--- config.mk ---
export PLATFORM = sky130hd
export DESIGN_NAME = stack_with_search_update_flat
export DESIGN_NICKNAME = d
export VERILOG_FILES = /design/src/rtl/core/sbsu_pkg.sv /design/src/rtl/core/sbsu_if.sv /design/src/rtl/core/stack_with_search_update.sv /design/src/rtl/core/sbsu_cell.sv /design/src/flat_wrapper.sv
export SDC_FILE = /design/constraint.sdc
export NUM_CORES = 2
export LEC_CHECK = 0
export BUFFER_PORTS_ARGS = -buffer_cell sky130_fd_sc_hd__buf_2
export CORE_MARGIN = 5
export CORE_UTILIZATION = 50
export CTS_CLUSTER_SIZE = 8
export DETAILED_ROUTE_END_ITERATION = 8
export PLACE_DENSITY = 0.78
export SYNTH_ARGS = -nofsm -noshare
export SYNTH_HDL_FRONTEND = slang
export SYNTH_SLANG_ARGS = --single-unit
--- constraint.sdc ---
create_clock -name i_clk -period 8.19 [get_ports i_clk]
set_clock_uncertainty 0.1 [all_clocks]
set_input_delay 2.0475 -clock i_clk [delete_from_list [all_inputs] [get_ports i_clk]]
set_output_delay 2.0475 -clock i_clk [all_outputs]
set_load 0.02 [all_outputs]
--- src/rtl/core/sbsu_pkg.sv ---
`timescale 1ns / 1ps
// Shared types and constants for the search/replace stack.
// No dependencies.
package sbsu_pkg;

    localparam int DATA_W    = 32;
    localparam int CNT_OUT_W = 5;

    typedef enum logic [1:0] {
        CMD_PUSH    = 2'd0,
        CMD_POP     = 2'd1,
        CMD_REPLACE = 2'd2,
        CMD_CLEAR   = 2'd3
    } t_cmd;

    typedef enum logic [1:0] {
        ST_DONE      = 2'd0,
        ST_POP_EMPTY = 2'd1,
        ST_NOT_FOUND = 2'd2,
        ST_FULL      = 2'd3
    } t_status;

    // Per-cycle command strobes broadcast to every cell.
    typedef struct packed {
        logic push;
        logic pop;
        logic repl;
        logic clr;
    } t_ctrl;

endpackage

--- src/rtl/core/sbsu_if.sv ---
`timescale 1ns / 1ps
// Valid/ready channel interfaces for the command and result items.
// Depends on sbsu_pkg.
interface sbsu_in_if;
    import sbsu_pkg::*;
    logic                     valid;
    logic                     ready;
    t_cmd                     cmd;
    logic signed [DATA_W-1:0] value;
    logic signed [DATA_W-1:0] new_value;

    modport source (output valid, output cmd, output value, output new_value, input ready);
    modport sink   (input valid, input cmd, input value, input new_value, output ready);
endinterface

interface sbsu_out_if;
    import sbsu_pkg::*;
    logic                     valid;
    logic                     ready;
    t_status                  status;
    logic [CNT_OUT_W-1:0]     entry_count;
    logic signed [DATA_W-1:0] top_value;

    modport source (output valid, output status, output entry_count, output top_value,
                    input ready);
    modport sink   (input valid, input status, input entry_count, input top_value,
                    output ready);
endinterface

--- src/rtl/core/stack_with_search_update.sv ---
`timescale 1ns / 1ps
// Top level: bounded LIFO with search-and-replace, built as a row of cells.
// Depends on sbsu_pkg, sbsu_if, sbsu_cell.
//
//  channel | dir | handshake         | payload
//  --------+-----+-------------------+------------------------------------
//  i_in    | in  | valid/ready       | cmd, value, new_value
//  o_out   | out | valid/ready       | status, entry_count, top_value
//
// One command item per clock. The search for a replace ripples through the
// DEPTH per-cell comparators and their priority chain within that cycle.
// Each result sits in an output register; a new command is taken in the
// same cycle the previous result is taken, so a stalled sink holds one result
// and the command port stalls until it clears.
// Synchronous active-low reset empties the stack (occupied flags, count) and
// drops any pending result; stored words are not cleared.
module stack_with_search_update import sbsu_pkg::*; #(
    parameter int DEPTH = 16
) (
    input  logic       i_clk,
    input  logic       i_rst_n,
    sbsu_in_if.sink    i_in,
    sbsu_out_if.source o_out
);

    localparam int CNT_W = $clog2(DEPTH + 1);

    // Cell 0 holds the top of stack; entries shift down on push, up on pop.
    logic signed [DATA_W-1:0] w_data   [DEPTH];
    logic signed [DATA_W-1:0] w_n_data [DEPTH];
    logic [DEPTH-1:0]         w_occ;
    logic [DEPTH-1:0]         w_n_occ;
    logic [DEPTH-1:0]         w_match;

    logic [CNT_W-1:0] r_cnt;
    logic [CNT_W-1:0] n_cnt;
    logic             w_full;
    logic             w_empty;
    logic             w_accept;
    logic             w_in_ready;
    t_ctrl            w_ctrl;
    t_status          n_status;

    logic                     r_out_valid;
    t_status                  r_status;
    logic [CNT_OUT_W-1:0]     r_count;
    logic signed [DATA_W-1:0] r_top;

    assign w_full     = (r_cnt == CNT_W'(DEPTH));
    assign w_empty    = (r_cnt == '0);
    assign w_in_ready = !r_out_valid || o_out.ready;
    assign w_accept   = i_in.valid && w_in_ready;
    assign i_in.ready = w_in_ready;

    // Full pushes and empty pops are dropped here so the cells never move.
    always_comb begin
        w_ctrl.push = w_accept && (i_in.cmd == CMD_PUSH) && !w_full;
        w_ctrl.pop  = w_accept && (i_in.cmd == CMD_POP) && !w_empty;
        w_ctrl.repl = w_accept && (i_in.cmd == CMD_REPLACE);
        w_ctrl.clr  = w_accept && (i_in.cmd == CMD_CLEAR);
    end

    genvar g;
    generate
        for (g = 0; g < DEPTH; g++) begin : g_cell
            logic signed [DATA_W-1:0] w_above_data;
            logic signed [DATA_W-1:0] w_below_data;
            logic                     w_above_occ;
            logic                     w_below_occ;
            logic                     w_match_above;

            if (g == 0) begin : g_top
                assign w_above_data  = i_in.value;
                assign w_above_occ   = 1'b1;
                assign w_match_above = 1'b0;
            end else begin : g_mid
                assign w_above_data  = w_data[g-1];
                assign w_above_occ   = w_occ[g-1];
                assign w_match_above = w_match[g-1];
            end

            if (g == DEPTH - 1) begin : g_bot
                assign w_below_data = '0;
                assign w_below_occ  = 1'b0;
            end else begin : g_up
                assign w_below_data = w_data[g+1];
                assign w_below_occ  = w_occ[g+1];
            end

            sbsu_cell u_cell (
                .i_clk         (i_clk),
                .i_rst_n       (i_rst_n),
                .i_ctrl        (w_ctrl),
                .i_value       (i_in.value),
                .i_new_value   (i_in.new_value),
                .i_above_data  (w_above_data),
                .i_above_occ   (w_above_occ),
                .i_below_data  (w_below_data),
                .i_below_occ   (w_below_occ),
                .i_match_above (w_match_above),
                .o_data        (w_data[g]),
                .o_occ         (w_occ[g]),
                .o_match       (w_match[g]),
                .o_n_data      (w_n_data[g]),
                .o_n_occ       (w_n_occ[g])
            );
        end
    endgenerate

    always_comb begin
        n_cnt = r_cnt;
        if (w_ctrl.clr) begin
            n_cnt = '0;
        end else if (w_ctrl.push) begin
            n_cnt = r_cnt + CNT_W'(1);
        end else if (w_ctrl.pop) begin
            n_cnt = r_cnt - CNT_W'(1);
        end
    end

    always_comb begin
        n_status = ST_DONE;
        case (i_in.cmd)
            CMD_PUSH:    if (w_full)  n_status = ST_FULL;
            CMD_POP:     if (w_empty) n_status = ST_POP_EMPTY;
            CMD_REPLACE: if (!w_match[DEPTH-1]) n_status = ST_NOT_FOUND;
            CMD_CLEAR:   n_status = ST_DONE;
            default:     n_status = ST_DONE;
        endcase
    end

    always_ff @(posedge i_clk) begin
        if (!i_rst_n) begin
            r_cnt       <= '0;
            r_out_valid <= 1'b0;
        end else begin
            r_cnt <= n_cnt;
            if (w_accept) begin
                r_out_valid <= 1'b1;
            end else if (o_out.ready) begin
                r_out_valid <= 1'b0;
            end
        end
        if (w_accept) begin
            r_status <= n_status;
            r_count  <= CNT_OUT_W'(n_cnt);
            r_top    <= w_n_occ[0] ? w_n_data[0] : '0;
        end
    end

    assign o_out.valid       = r_out_valid;
    assign o_out.status      = r_status;
    assign o_out.entry_count = r_count;
    assign o_out.top_value   = r_top;

    // Occupied flags form a thermometer that must track the count.
    a_empty_occ: assert property (@(posedge i_clk) disable iff (!i_rst_n)
        (r_cnt == '0) == !w_occ[0])
        else $error("top cell occupancy disagrees with count");

    a_full_occ: assert property (@(posedge i_clk) disable iff (!i_rst_n)
        w_occ[DEPTH-1] == w_full)
        else $error("bottom cell occupancy disagrees with count");

    a_push_grow: assert property (@(posedge i_clk) disable iff (!i_rst_n)
        w_ctrl.push |=> (r_cnt == $past(r_cnt) + CNT_W'(1)) && w_occ[0])
        else $error("push did not grow the stack");

    a_clear: assert property (@(posedge i_clk) disable iff (!i_rst_n)
        w_ctrl.clr |=> (r_cnt == '0) && (w_occ == '0))
        else $error("clear left entries behind");

endmodule

--- src/rtl/core/sbsu_cell.sv ---
`timescale 1ns / 1ps
// One stack slot: data word, occupied flag, compare for search/replace.
// Depends on sbsu_pkg.
module sbsu_cell import sbsu_pkg::*; (
    input  logic                     i_clk,
    input  logic                     i_rst_n,
    input  t_ctrl                    i_ctrl,
    input  logic signed [DATA_W-1:0] i_value,
    input  logic signed [DATA_W-1:0] i_new_value,
    input  logic signed [DATA_W-1:0] i_above_data,
    input  logic                     i_above_occ,
    input  logic signed [DATA_W-1:0] i_below_data,
    input  logic                     i_below_occ,
    input  logic                     i_match_above,
    output logic signed [DATA_W-1:0] o_data,
    output logic                     o_occ,
    output logic                     o_match,
    output logic signed [DATA_W-1:0] o_n_data,
    output logic                     o_n_occ
);

    logic signed [DATA_W-1:0] r_data;
    logic signed [DATA_W-1:0] n_data;
    logic                     r_occ;
    logic                     n_occ;
    logic                     w_hit;

    assign w_hit = r_occ && (r_data == i_value);

    always_comb begin
        n_data = r_data;
        if (i_ctrl.push) begin
            n_data = i_above_data;
        end else if (i_ctrl.pop) begin
            n_data = i_below_data;
        end else if (i_ctrl.repl && w_hit && !i_match_above) begin
            n_data = i_new_value;   // first match from the top only
        end
    end

    always_comb begin
        n_occ = r_occ;
        if (i_ctrl.clr) begin
            n_occ = 1'b0;
        end else if (i_ctrl.push) begin
            n_occ = i_above_occ;
        end else if (i_ctrl.pop) begin
            n_occ = i_below_occ;
        end
    end

    always_ff @(posedge i_clk) begin
        r_data <= n_data;
        if (!i_rst_n) begin
            r_occ <= 1'b0;
        end else begin
            r_occ <= n_occ;
        end
    end

    assign o_data   = r_data;
    assign o_occ    = r_occ;
    assign o_match  = i_match_above | w_hit;
    assign o_n_data = n_data;
    assign o_n_occ  = n_occ;

endmodule

--- src/flat_wrapper.sv ---
// flat-port wrapper written by rule: the top's interface ports become plain ports
module stack_with_search_update_flat import sbsu_pkg::*;
#(
    parameter int DEPTH = 16
)
  (i_clk, i_rst_n, i_in_valid, i_in_cmd, i_in_value, i_in_new_value, i_in_ready, o_out_valid, o_out_status, o_out_entry_count, o_out_top_value, o_out_ready);
  sbsu_in_if i_in_i ();
  sbsu_out_if o_out_i ();
  input  logic i_clk;
  input  logic i_rst_n;
  input wire logic [$bits(i_in_i.valid)-1:0] i_in_valid;
  input wire logic [$bits(i_in_i.cmd)-1:0] i_in_cmd;
  input wire logic [$bits(i_in_i.value)-1:0] i_in_value;
  input wire logic [$bits(i_in_i.new_value)-1:0] i_in_new_value;
  output wire logic [$bits(i_in_i.ready)-1:0] i_in_ready;
  output wire logic [$bits(o_out_i.valid)-1:0] o_out_valid;
  output wire logic [$bits(o_out_i.status)-1:0] o_out_status;
  output wire logic [$bits(o_out_i.entry_count)-1:0] o_out_entry_count;
  output wire logic [$bits(o_out_i.top_value)-1:0] o_out_top_value;
  input wire logic [$bits(o_out_i.ready)-1:0] o_out_ready;
  assign i_in_i.valid = i_in_valid;
  assign i_in_i.cmd = i_in_cmd;
  assign i_in_i.value = i_in_value;
  assign i_in_i.new_value = i_in_new_value;
  assign i_in_ready = i_in_i.ready;
  assign o_out_valid = o_out_i.valid;
  assign o_out_status = o_out_i.status;
  assign o_out_entry_count = o_out_i.entry_count;
  assign o_out_top_value = o_out_i.top_value;
  assign o_out_i.ready = o_out_ready;
  stack_with_search_update #(.DEPTH(DEPTH)) u_core (.i_clk(i_clk), .i_rst_n(i_rst_n), .i_in(i_in_i), .o_out(o_out_i));
endmodule
# ---- After elaboration in Yosys (flattened, before gate mapping)
# Cells that the tools add are included.
dict set report op_classes {
  n_addsub 2
  reduce_logical 93
  bitwise 16
  muxes 90
  n_eq_ne 20
}
# cell n
set ops {}
lappend ops {{$mux 32} 48}
lappend ops {{$eq 32x32->1} 16}
lappend ops {{$logic_and 1x1->1} 54}
lappend ops {{$reduce_bool 3->1} 15}
lappend ops {{$mux 1} 36}
lappend ops {{$logic_not 1->1} 18}
lappend ops {{$mux 5} 3}
lappend ops {{$or 1x1->1} 15}
lappend ops {{$pmux 2 s4} 1}
lappend ops {{$add 5x1->5 const B} 1}
lappend ops {{$eq 5x5->1 const B} 1}
lappend ops {{$logic_not 5->1} 1}
lappend ops {{$sub 5x1->5 const B} 1}
lappend ops {{$eq 2x2->1 const B} 2}
lappend ops {{$mux 2} 2}
lappend ops {{$reduce_bool 2->1} 2}
lappend ops {{$eq 2x1->1 const B} 1}
lappend ops {{$logic_not 2->1} 1}
lappend ops {{$reduce_or 2->1} 1}
lappend ops {{$logic_or 1x1->1} 1}
lappend ops {{$not 1->1} 1}
dict set report word_totals {
  input_bits 70
  regBits 573
  output_inout_bits 41
  wordCells 258
}

# ---- Logic depth before layout (Yosys ltp)
dict set report logic_depth {
  ltp_word 21
  mapped_depth 12
  mapped_depth_nobuf 9
}

# ---- By module
# A second synthesis with hierarchy kept.
dict set report hier_totals {
  hier_cells 4743
  area_unflattened_um2 37722.4
}
# mod cells_each seq_area_each_um2 area_per_inst_um2 n_inst
set modules_own_cells {}
lappend modules_own_cells {sbsu_cell 287 660.6 2235.9 16}
lappend modules_own_cells {stack_with_search_update 151 1291.2 1948.1 1}

# ---- Worst setup path before layout
# No wires, ideal clock.
dict set report synth_path {
  kind {input port to flip-flop}
  from {input i_in_value[6]}
  to {register u_core.g_cell[10].u_cell.r_data[0] (enable)}
  n_path_buf 2
  path_stages 9
  arrival_ns 5.983
  slack_ns 1.637
  setup_ns 0.470
  cell_sequence {buf_2 buf_2 xor2_1 nor4_1 and3_1 nand3_1 nand4_1 or3_1 o31ai_1}
}
dict set report synth_between {
  elab_chain_cells 14
}
# element line
set synth_rtl {}
lappend synth_rtl {{start, declared} flat_wrapper.sv:13} ;# input wire logic [$bits(i_in_i.value)-1:0] i_in_value;
lappend synth_rtl {{$eq 32x32->1} sbsu_cell.sv:28} ;# assign w_hit = r_occ && (r_data == i_value);
lappend synth_rtl {{$logic_and 1x1->1} sbsu_cell.sv:28}
lappend synth_rtl {{$or 1x1->1 (9 in a row)} sbsu_cell.sv:63} ;# assign o_match = i_match_above | w_hit;
lappend synth_rtl {{$logic_not 1->1} sbsu_cell.sv:36} ;# end else if (i_ctrl.repl && w_hit && !i_match_above) begin
lappend synth_rtl {{$logic_and 1x1->1 (*)} sbsu_cell.sv:36}
lappend synth_rtl {{$reduce_bool 3->1 (no line) (*)} --}
lappend synth_rtl {{end signal, assigned} sbsu_cell.sv:53} ;# r_data <= n_data;
lappend synth_rtl {{end, declared} sbsu_cell.sv:22} ;# logic signed [DATA_W-1:0] r_data;
# Every way passes the cells marked *; elsewhere a longest branch is shown, timed or not.
# A chain may end at the register's enable or synchronous reset.

# ---- Final worst setup path
dict set report layout_path {
  from {input i_in_value[6]}
  to {register u_core.g_cell[15].u_cell.r_data[24] (enable)}
}
dict set report layout_between {
  elab_chain_cells 19
}
# element line
set layout_rtl {}
lappend layout_rtl {{$eq 32x32->1} sbsu_cell.sv:28}
lappend layout_rtl {{$logic_and 1x1->1} sbsu_cell.sv:28}
lappend layout_rtl {{$or 1x1->1 (14 in a row)} sbsu_cell.sv:63}
lappend layout_rtl {{$logic_not 1->1} sbsu_cell.sv:36}
lappend layout_rtl {{$logic_and 1x1->1 (*)} sbsu_cell.sv:36}
lappend layout_rtl {{$reduce_bool 3->1 (no line) (*)} --}
lappend layout_rtl {{end signal, assigned} sbsu_cell.sv:53}
lappend layout_rtl {{end, declared} sbsu_cell.sv:22}
# Marks and branches as above.

==> impl_metrics.toml <==
[outcome]
result_of_the_run = "completed"

[timing]
max_freq_mhz = 175
postLayoutSetupSlackWorst_ns = 2.47
finalSetupViolCount = 0
rsz_0062_raised_after_global_routing = "no"
final_min_period_over_clock_period = 0.698
hold_violations = 0
drv_slew = 0
holdWs_ns = 0.436
sum_neg_setup_slack_ns = 0
normalized_max_slew_margin = 0.206
tightestPinTransition_ns = 1.18
fin_crit_ns = 5.72

[synthesis]
synthesis.yosys.warnings = 0
synth.yosys.seq_area_share = 0.547
ys_async_sr_fraction = 0
syn_area_per_cell_um2 = 13.0
ys_top_cells_by_count = "sky130_fd_sc_hd__edfxtp_1, sky130_fd_sc_hd__a221o_1, sky130_fd_sc_hd__xnor2_1"
synth_top_area_share = 0.512
postSynth.topFlopCell = "sky130_fd_sc_hd__edfxtp_1"
synthesis.area_mm2 = 0.0305
synth_area_leader_cell = "sky130_fd_sc_hd__edfxtp_1"
synth.area.top_cells = "sky130_fd_sc_hd__edfxtp_1, sky130_fd_sc_hd__a221o_1, sky130_fd_sc_hd__xnor2_1"
postSynthCellCount = 2348
synth_nets = 2420
synth-edff-count = 519
yosys.cell_count.top_type = "sky130_fd_sc_hd__edfxtp_1"
synth_cell_types = 56
synth_seq_cells = 573

[global_route]
globalRouteTotalUtil = 0.302
via_count_of_the_first_global_routing_pass = 21800
gr-total-overflow = 0
antenna_found_initial = 0
wire_length_of_the_first_global_routing_pass_um = 150000
pin_count_of_the_biggest_net_entering_global_routing = 220

[flow_run]
max_cap_violations = 0

[clocking]
cts_hold_repair.buffers = 0
tritoncts_num_sinks = 573
cts_resized = 0
cts-root-to-sink-buffers = 3
cts.repair_timing.setup_buffer_count = 0
clock_insertion_delay_worst_skew_ns = 0.63
tritoncts = "yes"
clock_tree.htree_level_count = 3
tritoncts.num_buffers = 81
cts.clk_slew.worst_paths_ns = 0.05
cts_root_buffer_type = "sky130_fd_sc_hd__clkbuf_16"

[die]
coreArea_mm2 = 0.0604
fp.dieArea_mm2 = 0.0660
rows = 90
design.portCount = 111
die_h_um = 257
floorplan.initialDensity = 0.505
dieWidth_um = 257

[layout]
post-route-cell-area_mm2 = 0.0336
diodes = 0
flow.area_growth_from_synthesis_pct = 10.2
final_layout_net_count = 2376
multi_input_area_mm2 = 0.0128
final_layout_size_suffix_gt1_frac = 0.118
final.fill_count = 4870
area_used_by_sequential_logic_in_the_layout_mm2 = 0.0167

[setup_path]
critPathKind = "in2reg"
worstPathRequired_ns = 8.38
worstSetupStartpointType = "input pin"
cp_data_arrival_time_ns = 5.91
crit_fanout = 19
endpoint_kind = "flip-flop"

[placed_design]
pre_cts_ws_ns = 1.97
final_replace_weighted_congestion = 0.984
port_buffers = 110
dp_hpwl_um = 75200
post_dp_cell_area_mm2 = 0.0312

[route]
drt-initial-drc-count = 3701
drc_errors = 0
average_routed_wire_per_standard_cell_um = 33.2
detail_route.wirelength_um = 104000
dr_total_vias = 22700
postRouteAntennaNets = 0
drt-vias-per-instance = 7.23
drt-pass1-iter-count = 7

[power]
power.total_w = 0.00777
peakVddDrop_v = 0.000140
power_leakage_nw = 11.2
power.density_cell_area_mw_per_mm2 = 231

[hold_path]
path_class_of_the_lowest_slack_min_delay_path = "reg2reg"
through the flow:
step,util,cells
after global routing,0.556,3137
after CTS,0.556,3137
after detailed placement,0.518,3003
after floorplan,-,2348
final,0.556,3137
after global placement,0.518,3003
metal layers:
| layer | track usage | up-vias | routed length [um] |
|---|---|---|---|
| li1 | - | 9302 | - |
| met1 | 0.410 | 11300 | 39100 |
| met2 | 0.461 | 1762 | 46900 |
| met3 | 0.0478 | 296 | 10600 |
| met4 | 0.182 | 0 | 7640 |
| met5 | 0 | - | 0 |
area by class of cell:
type | instances | share of cell area
flip-flops and latches | 573 | 0.496
multi-input cells | 1508 | 0.382
clock buffers | 132 | 0.0689
well taps | 782 | 0.0291
repair buffers | 133 | 0.0227
inverters | 7 | 0.000783
clock inverters | 2 | 0.000522
final timing paths:
| path | to | slack, ns | depth (start not counted) | start |
|---|---|---|---|---|
| worst max-delay path | u_core.g_cell[15].u_cell.o_data[24] | 2.47 | 10 | i_in_value[6] |
| worst max register to register | u_core.g_cell[15].u_cell.o_data[24] | 3.98 | 9 | u_core.g_cell[1].u_cell.o_data[6] |
| worst min-delay path | u_core.g_cell[1].u_cell.o_occ | 0.44 | 2 | u_core.g_cell[1].u_cell.o_occ |
| worst min register to register | u_core.g_cell[1].u_cell.o_occ | 0.44 | 2 | u_core.g_cell[1].u_cell.o_occ |
sequential cells by signal (all words and copies together), names as in the netlist:
register and count:
u_core.o_out.entry_count 5, u_core.g_cell.u_cell.o_occ 16, u_core.o_out.status 2, u_core.r_cnt 5, u_core.o_out.valid 1, u_core.g_cell.u_cell.o_data 512, u_core.o_out.top_value 32
logic make-up (layout without fill, tap and decap cells):
| family | Yosys count | in the layout | share of synthesized area |
|---|---|---|---|
| buf+inv | 267 | 274 | 0.0392 |
| compound gates | 599 | 599 | 0.183 |
| simple gates | 358 | 358 | 0.0707 |
| xor+xnor | 514 | 514 | 0.148 |
| flops | 573 | 573 | 0.547 |
| mux | 35 | 35 | 0.0115 |
| fa+ha+maj | 2 | 2 | 0.000821 |
worst max-delay path: stages:
cell	delay [ns]
sky130_fd_sc_hd__buf_2	0.48
sky130_fd_sc_hd__xor2_1	0.47
sky130_fd_sc_hd__nor4_1	0.28
sky130_fd_sc_hd__and3_1	0.29
sky130_fd_sc_hd__nand3_1	0.20
sky130_fd_sc_hd__nand4_1	0.25
sky130_fd_sc_hd__nor2_1	0.32
sky130_fd_sc_hd__nand3_1	0.31
sky130_fd_sc_hd__o31ai_4	0.79
sky130_fd_sc_hd__buf_4	0.43
cells in the final DEF, fill, tap and decap left out, types with 19 or more instances in the layout:
cell	instances
sky130_fd_sc_hd__a21o_1	32
sky130_fd_sc_hd__a221o_1	448
sky130_fd_sc_hd__a22oi_1	46
sky130_fd_sc_hd__and2_1	32
sky130_fd_sc_hd__and2b_1	30
sky130_fd_sc_hd__buf_2	110
sky130_fd_sc_hd__buf_4	20
sky130_fd_sc_hd__clkbuf_1	46
sky130_fd_sc_hd__clkbuf_16	85
sky130_fd_sc_hd__dfxtp_1	54
sky130_fd_sc_hd__edfxtp_1	519
sky130_fd_sc_hd__mux2i_1	35
sky130_fd_sc_hd__nand2_1	38
sky130_fd_sc_hd__nand3_1	29
sky130_fd_sc_hd__nand4_1	77
sky130_fd_sc_hd__nor3_1	19
sky130_fd_sc_hd__nor4_1	68
sky130_fd_sc_hd__o21ai_2	30
sky130_fd_sc_hd__xnor2_1	287
sky130_fd_sc_hd__xor2_1	227
power by group:
| group | total [W] | leakage [nW] | internal (W) | switching, W |
|---|---|---|---|---|
| clock | 0.00316 | 1.12 | 0.00190 | 0.00126 |
| sequential | 0.00359 | 5.26 | 0.00342 | 0.000173 |
| combinational | 0.00102 | 4.84 | 0.000374 | 0.000647 |
No activity file was read; power rests on OpenSTA's default activity.
